==> src/hdl/lsac_pkg.sv <==
// ---------------------------------------------------------------------------
// lsac_pkg: shared types and constants for the LRU set-associative cache
// Geometry, row layout, access codes, lookup status and counter helper.
// ---------------------------------------------------------------------------
package lsac_pkg;

  // cache geometry
  localparam int MAX_SET_BITS = 6;
  localparam int MAX_WAYS     = 8;
  localparam int COUNT_W      = 32;
  localparam int NUM_SETS     = 1 << MAX_SET_BITS;
  localparam int SET_W        = (MAX_SET_BITS > 0) ? MAX_SET_BITS : 1;
  localparam int WAY_W        = (MAX_WAYS > 1) ? $clog2(MAX_WAYS) : 1;
  localparam int NWAY_W       = $clog2(MAX_WAYS + 1);
  localparam int AGE_W        = WAY_W;
  localparam int ADDR_W       = 64;
  localparam int TAG_W        = 64;
  localparam int TOT_W        = 32;

  // configuration port
  localparam int CFG_IDX_W  = 2;
  localparam int CFG_DATA_W = 6;
  localparam logic [CFG_IDX_W-1:0] CFG_SET_BITS   = 2'd0;
  localparam logic [CFG_IDX_W-1:0] CFG_WAYS       = 2'd1;
  localparam logic [CFG_IDX_W-1:0] CFG_BLOCK_BITS = 2'd2;

  // stream payload widths
  localparam int OP_W       = 2;
  localparam int IN_DATA_W  = 64;
  localparam int OUT_DATA_W = 104;

  typedef enum logic [OP_W-1:0] {
    OP_LOAD   = 2'd0,
    OP_STORE  = 2'd1,
    OP_MODIFY = 2'd2
  } op_e;

  // one set: all ways side by side
  typedef struct packed {
    logic [MAX_WAYS-1:0]            valid;
    logic [MAX_WAYS-1:0][AGE_W-1:0] age;
    logic [MAX_WAYS-1:0][TAG_W-1:0] tag;
  } row_t;

  // lookup outcome handed from the lookup logic to the counters
  typedef struct packed {
    logic hit;
    logic miss;
    logic evict;
    logic wr;
  } lkp_res_t;

  // saturating counter add
  function automatic logic [COUNT_W-1:0] sat_add(input logic [COUNT_W-1:0] cnt,
                                                 input logic [1:0]         inc);
    logic [COUNT_W:0] sum;
    sum = {1'b0, cnt} + (COUNT_W+1)'(inc);
    return sum[COUNT_W] ? {COUNT_W{1'b1}} : sum[COUNT_W-1:0];
  endfunction

endpackage

==> src/hdl/lsac_lru_upd.sv <==
// ---------------------------------------------------------------------------
// lsac_lru_upd: way compare, victim choice and LRU age update
// Works on one set row; produces the updated row and the access outcome.
// ---------------------------------------------------------------------------
module lsac_lru_upd
  import lsac_pkg::*;
(
  input  row_t             row_i,
  input  logic [TAG_W-1:0] tag_i,
  input  logic [OP_W-1:0]  op_i,
  input  logic [3:0]       ways_i,
  output row_t             row_o,
  output lkp_res_t         res_o
);

  logic [NWAY_W-1:0]   nw;
  logic [MAX_WAYS-1:0] in_use;
  logic [MAX_WAYS-1:0] match;
  logic [MAX_WAYS-1:0] inval;
  logic                op_ok;
  logic                hit;
  logic                any_inv;
  logic [WAY_W-1:0]    hit_idx;
  logic [WAY_W-1:0]    inv_idx;
  logic [WAY_W-1:0]    old_idx;
  logic [WAY_W-1:0]    sel;
  logic [AGE_W:0]      ref_age;

  // clamp the number of ways in use
  assign nw = (ways_i == 4'd0) ? NWAY_W'(1) :
              ((ways_i > 4'(MAX_WAYS)) ? NWAY_W'(MAX_WAYS) : NWAY_W'(ways_i));

  assign op_ok = (op_i == OP_LOAD) || (op_i == OP_STORE) || (op_i == OP_MODIFY);

  // per-way compare
  always_comb begin
    for (int w = 0; w < MAX_WAYS; w++) begin
      in_use[w] = NWAY_W'(w) < nw;
      match[w]  = in_use[w] && row_i.valid[w] && (row_i.tag[w] == tag_i);
      inval[w]  = in_use[w] && !row_i.valid[w];
    end
  end

  // lowest matching way, lowest invalid way, oldest way (ties to lowest)
  always_comb begin
    hit_idx = '0;
    inv_idx = '0;
    old_idx = '0;
    for (int w = MAX_WAYS - 1; w >= 0; w--) begin
      if (match[w]) begin
        hit_idx = WAY_W'(w);
      end
      if (inval[w]) begin
        inv_idx = WAY_W'(w);
      end
    end
    for (int w = 1; w < MAX_WAYS; w++) begin
      if (in_use[w] && row_i.age[w] > row_i.age[old_idx]) begin
        old_idx = WAY_W'(w);
      end
    end
  end

  assign hit     = |match;
  assign any_inv = |inval;
  assign sel     = hit ? hit_idx : (any_inv ? inv_idx : old_idx);
  // ages below the reference grow up to the top age; filling an empty way ages all in-use valid lines
  assign ref_age = (!hit && any_inv) ? (AGE_W+1)'(MAX_WAYS) : {1'b0, row_i.age[sel]};

  // updated row
  always_comb begin
    row_o = row_i;
    for (int w = 0; w < MAX_WAYS; w++) begin
      if (in_use[w] && WAY_W'(w) != sel && row_i.valid[w] &&
          {1'b0, row_i.age[w]} < ref_age && row_i.age[w] != AGE_W'(MAX_WAYS - 1)) begin
        row_o.age[w] = row_i.age[w] + AGE_W'(1);
      end
    end
    row_o.age[sel]   = '0;
    row_o.valid[sel] = 1'b1;
    if (!hit) begin
      row_o.tag[sel] = tag_i;
    end
  end

  // outcome
  always_comb begin
    res_o.hit   = op_ok && hit;
    res_o.miss  = op_ok && !hit;
    res_o.evict = op_ok && !hit && !any_inv;
    res_o.wr    = op_ok;
  end

endmodule

==> config.mk <==
export PLATFORM = sky130hd
export DESIGN_NAME = lsac_lru_upd
export DESIGN_NICKNAME = d
export VERILOG_FILES = /design/src/hdl/lsac_pkg.sv /design/src/hdl/lsac_lru_upd.sv
export SDC_FILE = /design/constraint.sdc
export NUM_CORES = 1
export LEC_CHECK = 0
export BUFFER_PORTS_ARGS = -buffer_cell sky130_fd_sc_hd__buf_4
export CAP_MARGIN = 20
export CORE_AREA = 2 2 448 450
export DETAILED_ROUTE_END_ITERATION = 16
export DIE_AREA = 0 0 450 452
export PLACE_DENSITY = 0.3
export SETUP_SLACK_MARGIN = 0.02
export SYNTH_ARGS = -nofsm -noshare
export SYNTH_HDL_FRONTEND = slang
export SYNTH_SLANG_ARGS = --single-unit
==> constraint.sdc <==
create_clock -name vclk -period 27
set_clock_uncertainty 0.2 [all_clocks]
set_input_delay 1.35 -clock vclk [all_inputs]
set_output_delay 1.35 -clock vclk [all_outputs]
set_load 0.05 [all_outputs]
**After elaboration in Yosys (flattened, before gate mapping)**

Cells that the tools add are included.

- Register bits: 0
- Word-level logic and storage cells: 211

- Add/subtract/negate cells: 8
- Order comparisons: 32
- Equal/unequal tests: 25
- Muxes and demuxes: 58
- Bitwise logic cells: 3
- Reductions and logical operators: 85

Operators by type and width:

| operator | count |
|---|---|
| $bwmux 512 | 1 |
| $eq 64x64->1 | 8 |
| $mux 512 | 1 |
| $demux 64 s3 | 1 |
| $mux 3 | 40 |
| $logic_and 1x1->1 | 68 |
| $mux 64 | 1 |
| $bmux 3 s3 | 7 |
| $lt 3x4->1 | 8 |
| $lt 3x4->1 const B | 7 |
| $add 3x1->3 const B | 8 |
| $and 24x24->24 | 1 |
| $ne 3x3->1 const B | 8 |
| $not 24->24 | 1 |
| $gt 3x3->1 | 7 |
| $lt 3x4->1 const A | 4 |
| $reduce_or 8->1 | 2 |
| $mux 4 | 3 |
| $ne 3x3->1 const A | 4 |
| $logic_not 1->1 | 10 |
| $demux 3 s3 | 1 |
| $lt 1x4->1 const A | 2 |
| $lt 2x4->1 const A | 2 |
| $or 8x8->8 | 1 |
| other kinds (12) | 15 |

**Longest topological paths before layout**

- Depth in word-level cells: 46
- Depth in mapped cells: 67
- Mapped depth without buffers: 62

**Worst setup path after synthesis**

OpenSTA, ideal clock, no wires.

- Path type: input-to-output
- From: input port row_i[513] in the netlist's numbering
- To: output port row_o[512] in the netlist's numbering
- Data arrival time: 13,829 ps
- Path slack: 11,621 ps
- Stages on the path: 60
- Path through: inv_1 ha_1 nor2b_1 o21a_1 o21a_1 a21oi_1 ha_1 nor2b_1 o21a_1 o21ai_0 o21ai_0 ha_1 nor2b_1 o21a_1 o21a_1 clkbuf_1 mux2_2 ha_1 [... 24 more ...] ha_1 o21ai_0 nand2b_1 a21oi_1 a31o_2 a21oi_1 nor3_1 or2_1 buf_2 clkbuf_1 nor2_1 o21ai_0 nand3_1 a21o_1 ha_1 or4_1 o22ai_4 mux2i_1

RTL lines:

| element | line | source |
|---|---|---|
| start: declaration | lsac_lru_upd.sv:8 | `input row_t row_i,` |
| end: declaration | lsac_lru_upd.sv:12 | `output row_t row_o,` |

==> metrics.md <==
| Metric | Value |
|---|---|
| Starting Density | 8.55% |
| Max Slew Vio Count | 0 |
| Non-filler instance count after layout | 5875 |
| Wire per inst | 42.9 um |
| I/O Buffers | 1162 |
| Post-CTS setup buffers | 0 |
| CP peak stage delay | 740 ps |
| Max-Cap Viols | 0 |
| Synth Net Count | 2826 |
| Routability congestion estimate | 0.955 |
| DIE WIDTH | 450 um |
| Syn-to-layout area delta | 68.3% |
| Placed Cells | 5845 |
| FF+latch area | 0 sq um |
| # hold bufs at CTS | 0 |
| CP Launch Type | primary input |
| Syn Inst Count | 2159 |
| Clock buffer cells | 0 |
| Slew HR | 16.6% |
| Setup_tns | 0 ps |
| Drt initial violations | 2367 |
| Worst Hold Class | primary input to output port |
| Layout fillers | 23186 |
| CP required | 25450 ps |
| Most common cell after layout, fill and taps aside | buf_4 |
| Critical path fanouts, max | 14 |
| Final wirelength | 252000 um |
| Nets | 3858 |
| Number of global-route vias before repair | 23741 |
| Multi-input logic area | 15900 sq um |
| Final hold violation count | 0 |
| Ratio of cells with drive above 1 in the final layout | 51.6% |
| Die ar. | 203000 sq um |
| Sequential area share after synthesis | 0% |
| DR vias | 23724 |
| Post-CTS Resized | 0 |
| Core area | 199000 sq um |
| DR DRC count | 0 |
| Final Core Density | 14.4% |
| Post-Syn Area | 17000 sq um |
| DRT Pass-1 Iters | 5 |
| Largest net degree at the start of global routing | 57 |
| Status | completed |
| Min Tclk post-route | 16840 ps |
| Final Setup Violations | 0 |
| Avg Vias per Cell | 4.04 |
| Tightest Pin Transition | 1240 ps |
| Most frequent cells in the layout | buf_4 (1218), mux2_2 (387), xnor2_1 (265) |
| Final ANT Viol Nets | 0 |
| Critical Path Sink Type | output port |
| Antenna violations before repair | 53 |
| Global route total overflow | 0 |
| Cell variety after synth | 77 |
| Sequential cell count | 0 |
| Post-DP HPWL | 218000 um |
| CP most frequent cell | o21ai_0 |
| Fmax | 59.4 MHz |
| Top Ports | 1162 |
| Gr usage total | 23.4% |
| Unrepaired setup endpoints after global routing | no |
| FP Rows | 164 |
| Slowest CP cell | nor3_1 |
| Critical Path AT | 15290 ps |
| Die Y | 452 um |
| Critical path class | primary input to output port |
| First-pass GRT wire length | 303000 um |
| Period utilization | 62.4% |
| Mean area per synthesized cell | 7.87 sq um |
| Yosys warning total | 0 |
## cells by family after synthesis
group | after synthesis | synth area share [%]
AOI/OAI and AO/OA | 183 | 7.47
xor gates and xnor gates | 487 | 25.1
adders and majority gates | 53 | 3.90
buffers and inverters | 222 | 6.53
muxes | 520 | 34.3
and+or+nand+nor | 694 | 22.7
## cell usage after synthesis (all sizes together) (4+ instances only)
master / instances / area, sq um
a211oi: 8 / 60.1
a21o: 4 / 30.0
a21oi: 35 / 179
a31oi: 8 / 50.1
and3: 5 / 31.3
and3b: 4 / 35.0
and4: 4 / 35.0
buf: 122 / 733
clkbuf: 68 / 256
ha: 53 / 663
inv: 32 / 120
mux2: 490 / 5520
mux2i: 29 / 290
nand2: 169 / 634
nand2b: 60 / 375
nand3: 29 / 160
nand4: 115 / 726
nand4b: 10 / 87.6
nor2: 77 / 312
nor2b: 14 / 95.1
nor3: 37 / 185
nor4: 120 / 781
nor4b: 6 / 52.6
o2111ai: 10 / 87.6
o211ai: 6 / 45.0
o21a: 21 / 173
o21ai: 63 / 368
o22ai: 5 / 45.0
or2: 5 / 31.3
or3: 7 / 43.8
or3b: 5 / 43.8
or4: 14 / 105
or4b: 4 / 43.8
xnor2: 266 / 2330
xor2: 221 / 1940
## final timing paths
check / from / end / cells after the start
hold / removal: op_i[1] / res_o[0] / 3
setup / recovery: ways_i[3] / row_o[517] / 60
## through the flow
step           instance area (sq um)  hold slack, ps  setup WS (ps)
2_1_floorplan                  17000            2720          11620
3_3_place_gp                   28500            2820          10240
3_5_place_dp                   28500            2820          10160
4_1_cts                        28500            2820          10130
5_1_grt                        28600            2840           8990
6_report                       28600            2820          10160
## worst max-delay path: cells and delay by family
family	cells	cell delay, ps
compound gates	32	6710
fa+ha+maj	7	2040
simple gates	14	3170
buf+inv	4	870
mux	3	1110
## metal layers
metal | part of all wire, % | vias up | global-route usage [%]
met5 | 0.011 | - | 0
met4 | 3.5 | 4 | 7.62
met1 | 42 | 12190 | 29.7
li1 | - | 9910 | -
met2 | 48 | 1407 | 39.5
met3 | 7.1 | 213 | 4.72
## area by class of cell
cell class | count | share of cell area, %
Multi-Input combinational cell | 1937 | 55.7
Antenna cell | 30 | 0.262
Timing Repair Buffer | 1220 | 32.0
Inverter | 32 | 0.420
Tap cell | 2656 | 11.6
