[src/hdl/lsac_pkg.sv]
// ---------------------------------------------------------------------------
// lsac_pkg: shared types and constants for the LRU set-associative cache
// Geometry, row layout, access codes, lookup status and counter helper.
// ---------------------------------------------------------------------------
package lsac_pkg;

  // cache geometry
  localparam int MAX_SET_BITS = 6;
  localparam int MAX_WAYS     = 8;
  localparam int COUNT_W      = 32;
  localparam int NUM_SETS     = 1 << MAX_SET_BITS;
  localparam int SET_W        = (MAX_SET_BITS > 0) ? MAX_SET_BITS : 1;
  localparam int WAY_W        = (MAX_WAYS > 1) ? $clog2(MAX_WAYS) : 1;
  localparam int NWAY_W       = $clog2(MAX_WAYS + 1);
  localparam int AGE_W        = WAY_W;
  localparam int ADDR_W       = 64;
  localparam int TAG_W        = 64;
  localparam int TOT_W        = 32;

  // configuration port
  localparam int CFG_IDX_W  = 2;
  localparam int CFG_DATA_W = 6;
  localparam logic [CFG_IDX_W-1:0] CFG_SET_BITS   = 2'd0;
  localparam logic [CFG_IDX_W-1:0] CFG_WAYS       = 2'd1;
  localparam logic [CFG_IDX_W-1:0] CFG_BLOCK_BITS = 2'd2;

  // stream payload widths
  localparam int OP_W       = 2;
  localparam int IN_DATA_W  = 64;
  localparam int OUT_DATA_W = 104;

  typedef enum logic [OP_W-1:0] {
    OP_LOAD   = 2'd0,
    OP_STORE  = 2'd1,
    OP_MODIFY = 2'd2
  } op_e;

  // one set: all ways side by side
  typedef struct packed {
    logic [MAX_WAYS-1:0]            valid;
    logic [MAX_WAYS-1:0][AGE_W-1:0] age;
    logic [MAX_WAYS-1:0][TAG_W-1:0] tag;
  } row_t;

  // lookup outcome handed from the lookup logic to the counters
  typedef struct packed {
    logic hit;
    logic miss;
    logic evict;
    logic wr;
  } lkp_res_t;

  // saturating counter add
  function automatic logic [COUNT_W-1:0] sat_add(input logic [COUNT_W-1:0] cnt,
                                                 input logic [1:0]         inc);
    logic [COUNT_W:0] sum;
    sum = {1'b0, cnt} + (COUNT_W+1)'(inc);
    return sum[COUNT_W] ? {COUNT_W{1'b1}} : sum[COUNT_W-1:0];
  endfunction

endpackage

[src/hdl/lsac_stats.sv]
// ---------------------------------------------------------------------------
// lsac_stats: saturating totals and result register
// Updates the running counts and holds one result for the master side.
// ---------------------------------------------------------------------------
module lsac_stats
  import lsac_pkg::*;
(
  input  logic                  clk_i,
  input  logic                  rst_ni,
  input  logic                  load_i,
  input  lkp_res_t              res_i,
  input  logic [OP_W-1:0]       op_i,
  input  logic                  out_ready_i,
  output logic                  out_valid_o,
  output logic [OUT_DATA_W-1:0] out_data_o
);

  logic [COUNT_W-1:0] hit_cnt_q, hit_cnt_d;
  logic [COUNT_W-1:0] miss_cnt_q, miss_cnt_d;
  logic [COUNT_W-1:0] evict_cnt_q, evict_cnt_d;
  logic               out_vld_q;
  logic [2:0]         flags_q;
  logic [1:0]         hit_inc;
  logic               is_mod;

  // a modify adds its second access as a hit
  assign is_mod  = (op_i == OP_MODIFY);
  assign hit_inc = res_i.hit ? (is_mod ? 2'd2 : 2'd1) :
                   ((res_i.miss && is_mod) ? 2'd1 : 2'd0);

  assign hit_cnt_d   = sat_add(hit_cnt_q, hit_inc);
  assign miss_cnt_d  = sat_add(miss_cnt_q, {1'b0, res_i.miss});
  assign evict_cnt_d = sat_add(evict_cnt_q, {1'b0, res_i.evict});

  // counters and result valid
  always_ff @(posedge clk_i or negedge rst_ni) begin
    if (!rst_ni) begin
      hit_cnt_q   <= '0;
      miss_cnt_q  <= '0;
      evict_cnt_q <= '0;
      out_vld_q   <= 1'b0;
    end else begin
      if (load_i) begin
        hit_cnt_q   <= hit_cnt_d;
        miss_cnt_q  <= miss_cnt_d;
        evict_cnt_q <= evict_cnt_d;
        out_vld_q   <= 1'b1;
      end else if (out_ready_i) begin
        out_vld_q   <= 1'b0;
      end
    end
  end

  // result flags
  always_ff @(posedge clk_i) begin
    if (load_i) begin
      flags_q <= {res_i.evict, res_i.miss, res_i.hit};
    end
  end

  assign out_valid_o = out_vld_q;
  assign out_data_o  = {5'd0, evict_cnt_q[TOT_W-1:0], miss_cnt_q[TOT_W-1:0],
                        hit_cnt_q[TOT_W-1:0], flags_q};

  // totals never go down
  a_cnt_monotonic: assert property (@(posedge clk_i) disable iff (!rst_ni)
    load_i |=> hit_cnt_q >= $past(hit_cnt_q) && miss_cnt_q >= $past(miss_cnt_q) &&
               evict_cnt_q >= $past(evict_cnt_q))
    else $error("total decreased");

endmodule

[config.mk]
export PLATFORM = sky130hd
export DESIGN_NAME = lsac_stats
export DESIGN_NICKNAME = d
export VERILOG_FILES = /design/src/hdl/lsac_pkg.sv /design/src/hdl/lsac_stats.sv
export SDC_FILE = /design/constraint.sdc
export NUM_CORES = 1
export LEC_CHECK = 0
export ABC_AREA = 0
export BUFFER_PORTS_ARGS = -buffer_cell sky130_fd_sc_hd__buf_2
export CORE_UTILIZATION = 35
export DETAILED_ROUTE_END_ITERATION = 8
export GPL_TIMING_DRIVEN = 0
export HOLD_SLACK_MARGIN = 0.02
export SLEW_MARGIN = 40
export SYNTH_ARGS = -nofsm -noshare
export SYNTH_HDL_FRONTEND = slang
export SYNTH_SLANG_ARGS = --single-unit
export TNS_END_PERCENT = 20
[constraint.sdc]
create_clock -name clk_i -period 4.75 [get_ports clk_i]
set_input_delay 0.2375 -clock clk_i [delete_from_list [all_inputs] [get_ports clk_i]]
set_output_delay 0.2375 -clock clk_i [all_outputs]
set_load 0.01 [all_outputs]
Word-level counts from Yosys, hierarchy flattened --
Cells that the tools add are included. Widths: inputs -> output; s select.
Cells by class: add/subtract/negate cells 3, multiplexer cells 8, equal/unequal tests 1, reduce and logical (&&, ||, !) cells 2
Operator list (count):
- $mux 32 | 3
- $add 32x1->33 | 2
- $add 32x2->33 | 1
- $mux 2 | 2
- $mux 1 | 3
- $eq 2x2->1 const B | 1
- $reduce_bool 2->1 | 1
- $logic_and 1x1->1 | 1
Word-level totals: word-level logic and storage cells 19, output and inout port bits 105, flip-flop bits (word level) 100

Depth between registers and ports, before layout --
Gate-level depths: netlist of run 1.
depth after elaboration 6, gate-level depth with buffers 11, mapped depth without buffers 10

Worst setup path after synthesis of run 1 --
Ideal clock, no wire load.
path type input-to-reg, start point input port op_i[1], end point register hit_cnt_q[27], arrival time 2.318 ns, stages 11, setup slack 2.362 ns, cell sequence nor2b_1 nand3_1 o21ai_0 ha_1 inv_1 fa_1 nand3b_1 nor3_1 nand4_1 clkbuf_1 nand3_1
Between the ends: cells in the longest elaborated chain, start to end 6, elaborated cells on any way between the ends 7, classes of those cells add/sub (1); eq/ne (1); mux (4); reduce/logical (1)
RTL lines:
- start: declaration | RTL line lsac_stats.sv:12 | input logic [OP_W-1:0] op_i,
- $eq 2x2->1 (*) | RTL line lsac_stats.sv:27 | assign is_mod = (op_i == OP_MODIFY);
- $logic_and 1x1->1 | RTL line lsac_stats.sv:29 | ((res_i.miss && is_mod) ? 2'd1 : 2'd0);
- $mux 1 | RTL line lsac_stats.sv:29
- $mux 2 (*) | RTL line lsac_stats.sv:28 | assign hit_inc = res_i.hit ? (is_mod ? 2'd2 : 2'd1) :
- $add 32x2->33 (*) | RTL line lsac_pkg.sv:57 | sum = {1'b0, cnt} + (COUNT_W+1)'(inc);
- $mux 32 (*) | RTL line lsac_pkg.sv:58 | return sum[COUNT_W] ? {COUNT_W{1'b1}} : sum[COUNT_W-1:0];
- end signal: assignment | RTL line lsac_stats.sv:44 | hit_cnt_q <= hit_cnt_d;
- end: declaration | RTL line lsac_stats.sv:18 | logic [COUNT_W-1:0] hit_cnt_q, hit_cnt_d;
Mark *: on every way between the ends. The rest lies on a longest branch, timed or not. A chain may end at the register's enable or synchronous reset.

Worst setup path after layout of run 1 --
start point input port op_i[0], end point register hit_cnt_q[14]
Same word-level chain as after synthesis.

==> results of run 1 <==
cells by family (layout without fill, tap and decap cells):
group | after synthesis | after routing | synth area share
XOR/XNOR | 22 | 22 | 0.03538
AO/OA/AOI/OAI | 89 | 89 | 0.1018
multiplexers | 21 | 21 | 0.04066
AND/OR/NAND/NOR | 290 | 290 | 0.2959
other | 1 | 5 | 0.0006885
flip-flops | 100 | 100 | 0.4622
buffers and inverters | 58 | 184 | 0.04594
adder cells (fa/ha/maj) | 7 | 7 | 0.01746
where the power goes:
group	leakage [nW]	total (mW)	switching [mW]	internal, mW
logic	1.67	0.361	0.216	0.145
registers	1.29	1.04	0.104	0.934
clock network	0.135	0.721	0.312	0.409
total	3.10	2.12	0.632	1.49
placed cells by master, fill, tap and decap left out, types with 15 or more instances in the layout:
cell	instances
o21ai_0	29
buf_2	109
nor4_1	15
nor2_1	24
dfrtp_1	97
or3_1	17
a31oi_1	17
clkbuf_1	23
or4_1	16
a21oi_1	16
nand2_1	55
nand4_1	41
nand3_1	67
inv_1	30
state kept, by name, summed over array words and instances (netlist names):
name and count:
flags_q 3, evict_cnt_q 32, miss_cnt_q 32, hit_cnt_q 32, out_valid_o 1
routing by layer:
metal	wire length, microns	vias to the layer above
met1	6743	2501
met5	0	-
met4	284	0
met3	989	23
met2	6739	168
li1	-	2450
per-stage QoR:
step	power, mW	setup WS (ns)	cell area (sq um)	std cells	util
after floorplan	1.229	2.362	5461	592	-
after global placement	1.396	1.589	6237	888	0.4103
after detailed placement	1.414	1.446	6281	889	0.4132
after CTS	2.141	1.782	6570	906	0.4322
after global routing	2.237	1.494	6576	906	0.4326
final	2.119	1.830	6576	906	0.4326
final cells by class:
| cell class | count | area share |
|---|---|---|
| Inverter | 30 | 0.01712 |
| Timing Repair Buffer | 110 | 0.08942 |
| Buffer | 28 | 0.02093 |
| Sequential cell | 100 | 0.3828 |
| Clock buffer | 14 | 0.03710 |
| Tap cell | 188 | 0.03577 |
| Clock inverter | 2 | 0.005327 |
| Multi-Input combinational cell | 434 | 0.4115 |
worst paths after layout:
check,slack (ns),cells past startpoint,endpoint
min,0.11,1,flags_q[2]$_DFFE_PP_
min in group asynchronous,0.37,2,evict_cnt_q[18]$_DFFE_PN0P_
min reg2reg,0.49,1,out_valid_o$_DFFE_PN0P_
max reg2reg,1.90,8,hit_cnt_q[14]$_DFFE_PN0P_
max in group asynchronous,3.79,3,miss_cnt_q[5]$_DFFE_PN0P_
max,1.83,12,hit_cnt_q[14]$_DFFE_PN0P_
==> impl_metrics.env, run 1 <==
export IMPL_run_status="completed"
export IMPL_grt_met2_usage=0.2886
export IMPL_crit_fanout=10
export IMPL_top_usage_layer="met2"
export IMPL_slowest_delay_ns=0.51
export IMPL_critical_path_arrival_ns=3.20
export IMPL_netlist_top_cells_count="dfrtp_1, nand3_1, nand2_1"
export IMPL_hp_class="in2reg"
export IMPL_yosys_top_cells_area="dfrtp_1, nand3_1, nand4_1"
export IMPL_synth_edf_count=3
export IMPL_use_met3=0.03922
export IMPL_clkTransAtPathRegs_ns=0.07
export IMPL_worstReg2RegStart="hit_cnt_q[0]$_DFFE_PN0P_"
export IMPL_dr_pass1_iters=4
export IMPL_postCtsHoldBufs=1
export IMPL_clock_skew_ns=0.009374
export IMPL_multiInputGateArea_sq_um=2706
export IMPL_yosysTopAreaCell="dfrtp_1"
export IMPL_cp_num_buf_inv=3
export IMPL_drc=0
export IMPL_crit_type="in2reg"
export IMPL_final_hold_viol_count=0
export IMPL_rsz0062_at_grt="no"
export IMPL_dpl_hpwl_microns=10830
export IMPL_yosysMostFrequentCell="dfrtp_1"
export IMPL_n_antenna_cell=0
export IMPL_critPathRequiredTime_ns=5.03
export IMPL_register_area_sq_um=2517
export IMPL_yosys_warnings=0
export IMPL_fp_row_count=45
export IMPL_crit_chain="buf_2, nor2b_1, nand3_1, o21ai_0, ha_1, inv_1, fa_1, nand3b_1, nor3_1, nand4_1, clkbuf_1, nand3_1"
export IMPL_critPathCaptureType="flip-flop"
export IMPL_ys_types=52
export IMPL_fin_crit_ns=2.920
export IMPL_clock_root_buffer="clkbuf_16"
export IMPL_drv_cap=0
export IMPL_start_kind="input port"
export IMPL_core_sq_um=15200
export IMPL_totalWireLength_microns=14760
export IMPL_routed_via_density=5.675
export IMPL_fin_crit_sh=0.6147
export IMPL_grt_pass1_vias=4751
export IMPL_die_h_microns=126.7
export IMPL_die_w_microns=126.7
export IMPL_cellPowerDensity_nw_per_um2=322.3
export IMPL_wl_per_cell_microns=16.29
export IMPL_cts_buffers=9
export IMPL_antenna_found_initial=0
export IMPL_relSlewSlack=0.4693
export IMPL_drt_initial_drc_count=328
export IMPL_cts_setup_buffers=0
export IMPL_cts_buffer_depth=2
export IMPL_ant_nets=0
export IMPL_portBuffers=108
export IMPL_crit_start="op_i[0]"
export IMPL_gp_congestion=0.8743
export IMPL_cts_resized=0
export IMPL_grt_total_usage=0.1887
export IMPL_vdd_drop_max_mv=0.1895
export IMPL_setup_viol=0
export IMPL_grt_overflow=0
export IMPL_clkSinkCount=100
export IMPL_syn_area_sq_um=5446
export IMPL_grt_max_degree=58
export IMPL_drive_gt1_frac=0.2117
export IMPL_final_nets=730
export IMPL_drv_slew=0
export IMPL_via_count=5142
export IMPL_io_pins=115
export IMPL_crit_family="simple AND/OR/NAND/NOR gates"
export IMPL_cp_slowest_cell="nor3_1"
export IMPL_start_util=0.3583
export IMPL_synth_seq_cells=100
export IMPL_cts_tree="yes"
export IMPL_synthCells=588
export IMPL_synth_area_per_cell_sq_um=9.263
export IMPL_async_flop_share=0.9700
export IMPL_whs_ns=0.1131
export IMPL_tightest_slew_ns=0.7888
export IMPL_design_die_area_sq_um=16060
export IMPL_nFillCells=1508
export IMPL_htree_levels=3
export IMPL_crit_top_cell="nand3_1"
export IMPL_grt_pass1_wl_microns=24130
export IMPL_ys_seq_area_frac=0.4622
export IMPL_yosysTopAreaCellShare=0.4457
export IMPL_syn2layout_area_growth_pct=20.74
export IMPL_tns_ns=0
export IMPL_synth_flop_cell="dfrtp_1"
export IMPL_min_delay_start="res_i[1]"
export IMPL_fmax_ghz=0.3425
export IMPL_clk_latency_ns=0.35
export IMPL_use_met1=0.2600
export IMPL_cellLeakagePower_nw=3.099
(Power assumes the default switching activity.)
==> run 2, diff against run 1 <==
ABC_AREA = 1   (was 0)
clock period = 2.5 ns   (was 4.75 ns; I/O delays follow)
==> run 2 against run 1 <==
  * Area after synthesis grew 11%
  * Flip-flop and latch count unchanged
  * Critical path type unchanged
  * Synthesized cell count rose by 40%
  * Clock skew about the same
  * Non-clock buffer count is 6 lower
==> impl_metrics.env, run 2 <==
export IMPL_run_status="completed"
export IMPL_synthAdderAreaFrac=0.01578
export IMPL_drv_slew=0
export IMPL_die_h_microns=133.2
export IMPL_nFillCells=1780
export IMPL_drt_initial_drc_count=320
export IMPL_io_pins=115
export IMPL_gp_congestion=0.8810
export IMPL_crit_chain="dlygate4sd3_1, buf_2, nand3_1, nand2_1, nand2_1, inv_1, ha_1, inv_1, fa_1, inv_2, nand2_1, nor2_4, nand2_2, nor2_4, buf_6, xnor2_1, nand2_1"
export IMPL_tightest_slew_ns=0.5163
export IMPL_yosysMostFrequentCell="nand2_1"
export IMPL_swShare=0.2941
export IMPL_drc=0
export IMPL_intPower_mw=2.864
export IMPL_synthCells=826
export IMPL_relSlewSlack=0.6558
export IMPL_final_nets=973
export IMPL_fp_row_count=47
export IMPL_combinationalPowerShare=0.169
export IMPL_r2r_cells=10
export IMPL_portBuffers=108
export IMPL_via_count=5750
export IMPL_crit_top_cell="nand2_1"
export IMPL_yosys_warnings=0
export IMPL_synthSimpleGateAreaFrac=0.4347
export IMPL_slowest_delay_ns=0.52
export IMPL_ys_seq_area_frac=0.4177
export IMPL_grt_pass1_vias=5323
export IMPL_synth_top_family_by_area="simple AND/OR/NAND/NOR gates"
export IMPL_yosysTopAreaCellShare=0.4027
export IMPL_dpl_hpwl_microns=12440
export IMPL_p_sw_mw=1.193
export IMPL_vdd_drop_max_mv=0.3429
export IMPL_antenna_found_initial=3
export IMPL_start_kind="input port"
export IMPL_critPathCaptureType="flip-flop"
export IMPL_fmax_ghz=0.4326
export IMPL_rsz0062_at_grt="no"
export IMPL_synth_flop_cell="dfrtp_1"
export IMPL_clock_root_buffer="clkbuf_16"
export IMPL_netlist_top_cells_count="nand2_1, nand3_1, dfrtp_1"
export IMPL_cts_buffers=9
export IMPL_cp_slowest_cell="dlygate4sd3_1"
export IMPL_die_w_microns=133.2
export IMPL_syn2layout_area_growth_pct=20.55
export IMPL_finalPower_mw=4.057
export IMPL_critPathRequiredTime_ns=2.73
export IMPL_fin_crit_sh=0.9247
export IMPL_final_core_util=0.4350
export IMPL_critical_path_arrival_ns=2.54
export IMPL_ant_nets=0
export IMPL_seq_power_share=0.480
export IMPL_grt_overflow=0
export IMPL_cts_tree="yes"
export IMPL_wl_per_cell_microns=14.02
export IMPL_mostFrequentLayoutCell="nand2_1"
export IMPL_min_path_cells=1
export IMPL_grt_pass1_wl_microns=27430
export IMPL_synthXorXnorAreaFrac=0.03342
export IMPL_final_hold_viol_count=0
export IMPL_start_util=0.3609
export IMPL_muxShareOfSynthArea=0
export IMPL_clk_latency_ns=0.35
export IMPL_final_cell_mix="nand2_1, buf_2, nand3_1"
export IMPL_grt_max_degree=64
export IMPL_clock_skew_ns=0.009794
export IMPL_drv_cap=0
export IMPL_routed_via_density=4.865
export IMPL_synth_edf_count=3
export IMPL_tns_ns=0
export IMPL_cellPowerDensity_nw_per_um2=558.4
export IMPL_hp_class="in2reg"
export IMPL_r2r_slack_ns=0.46
export IMPL_yosysTopAreaCell="dfrtp_1"
export IMPL_htree_levels=3
export IMPL_drive_gt1_frac=0.1875
export IMPL_ys_types=31
export IMPL_power_share_clock=0.351
export IMPL_syn_area_sq_um=6027
export IMPL_grt_total_usage=0.1969
export IMPL_synth_compound_area_frac=0.01744
export IMPL_cellLeakagePower_nw=3.687
export IMPL_dr_pass1_iters=5
export IMPL_core_sq_um=16700
export IMPL_design_die_area_sq_um=17750
export IMPL_synth_seq_cells=100
export IMPL_crit_fanout=10
export IMPL_crit_type="in2reg"
export IMPL_async_flop_share=0.9700
export IMPL_synth_area_per_cell_sq_um=7.297
export IMPL_fin_crit_ns=2.312
export IMPL_totalWireLength_microns=16570
export IMPL_setup_viol=0
export IMPL_cts_buffer_depth=2
export IMPL_clkSinkCount=100
export IMPL_top_regs="evict_cnt_q x32, hit_cnt_q x32, miss_cnt_q x32"
export IMPL_yosys_top_cells_area="dfrtp_1, nand2_1, nand3_1"
export IMPL_clkTransAtPathRegs_ns=0.07
==> run 2: cell types whose count changed in the layout (fill, tap and decap cells not counted), moves of 21 or more <==
cell / before / now
clkbuf_1: 23 / 2
inv_1: 30 / 88
nand2_1: 55 / 253
nand3_1: 67 / 104
nand3b_1: 1 / 35
nor2_1: 24 / 94
==> run 2: worst paths after layout <==
check,startpoint,end
max,res_i[2],hit_cnt_q[10]$_DFFE_PN0P_
min,load_i,flags_q[2]$_DFFE_PP_
max reg2reg,hit_cnt_q[1]$_DFFE_PN0P_,hit_cnt_q[17]$_DFFE_PN0P_
min reg2reg,evict_cnt_q[31]$_DFFE_PN0P_,evict_cnt_q[31]$_DFFE_PN0P_
max in group asynchronous,rst_ni,hit_cnt_q[5]$_DFFE_PN0P_
min in group asynchronous,rst_ni,hit_cnt_q[14]$_DFFE_PN0P_
==> run 2: cells by family (layout without fill, tap and decap cells) <==
kind of cell,after synthesis,count (layout)
AND/OR/NAND/NOR,565,565
buffers and inverters,109,239
XOR/XNOR,23,23
AO/OA/AOI/OAI,21,21
other,1,7
adder cells (fa/ha/maj),7,7
flip-flops,100,100
==> run 2: layout make-up <==
class / instances / area (sq um) / share of cell area
clock inverters: 2 / 35.03 / 0.004822
inverters: 92 / 345.3 / 0.04753
multi-input cells: 621 / 3053 / 0.4202
diodes: 2 / 5.005 / 0.0006888
flip-flops and latches: 100 / 2517 / 0.3465
repair buffers: 115 / 635.6 / 0.08748
clock buffers: 13 / 260.3 / 0.03582
plain buffers: 17 / 138.9 / 0.01911
well taps: 220 / 275.3 / 0.03789
==> run 2: power groups by stage <==
stage	clock [mW]	sequential (mW)	combinational (mW)
2_1_floorplan	0	2.01	0.323
3_3_place_gp	0	1.97	0.678
3_5_place_dp	0	1.98	0.690
4_1_cts	1.47	1.95	0.698
5_1_grt	1.54	1.97	0.786
6_report	1.43	1.95	0.685
==> run 2: critical path: cells and delay by family <==
family / cells / cell delay (ns)
simple gates: 8 / 0.75
fa+ha+maj: 2 / 0.52
buf+inv: 6 / 1.01
xor+xnor: 1 / 0.12
==> run 2: stage by stage <==
step	instances	hold WS, ns	cell area (sq um)	setup slack, ns
global route	1181	0.1378	7263	0.03104
detailed placement	1159	0.02830	6895	0.1410
finish	1182	0.1541	7266	0.1883
floorplan	830	-0.1706	6042	0.5586
global placement	1158	0.3210	6858	0.09033
CTS	1179	0.1421	7241	0.04019
==> run 2: timing repair <==
item,CTS,global route
setup buffers,0,1
setup endpoints to repair,0,15
hold buffers,5,0
hold endpoints to repair,44,0
gates resized for setup,0,5
==> run 2: metal layers <==
metal | wire, microns | global-route usage | part of all wire
met1 | 7914 | 0.2720 | 0.48
met2 | 7568 | 0.3077 | 0.46
met3 | 923 | 0.04833 | 0.056
met4 | 158 | 0.05114 | 0.0095
met5 | 8 | 0 | 0.00048
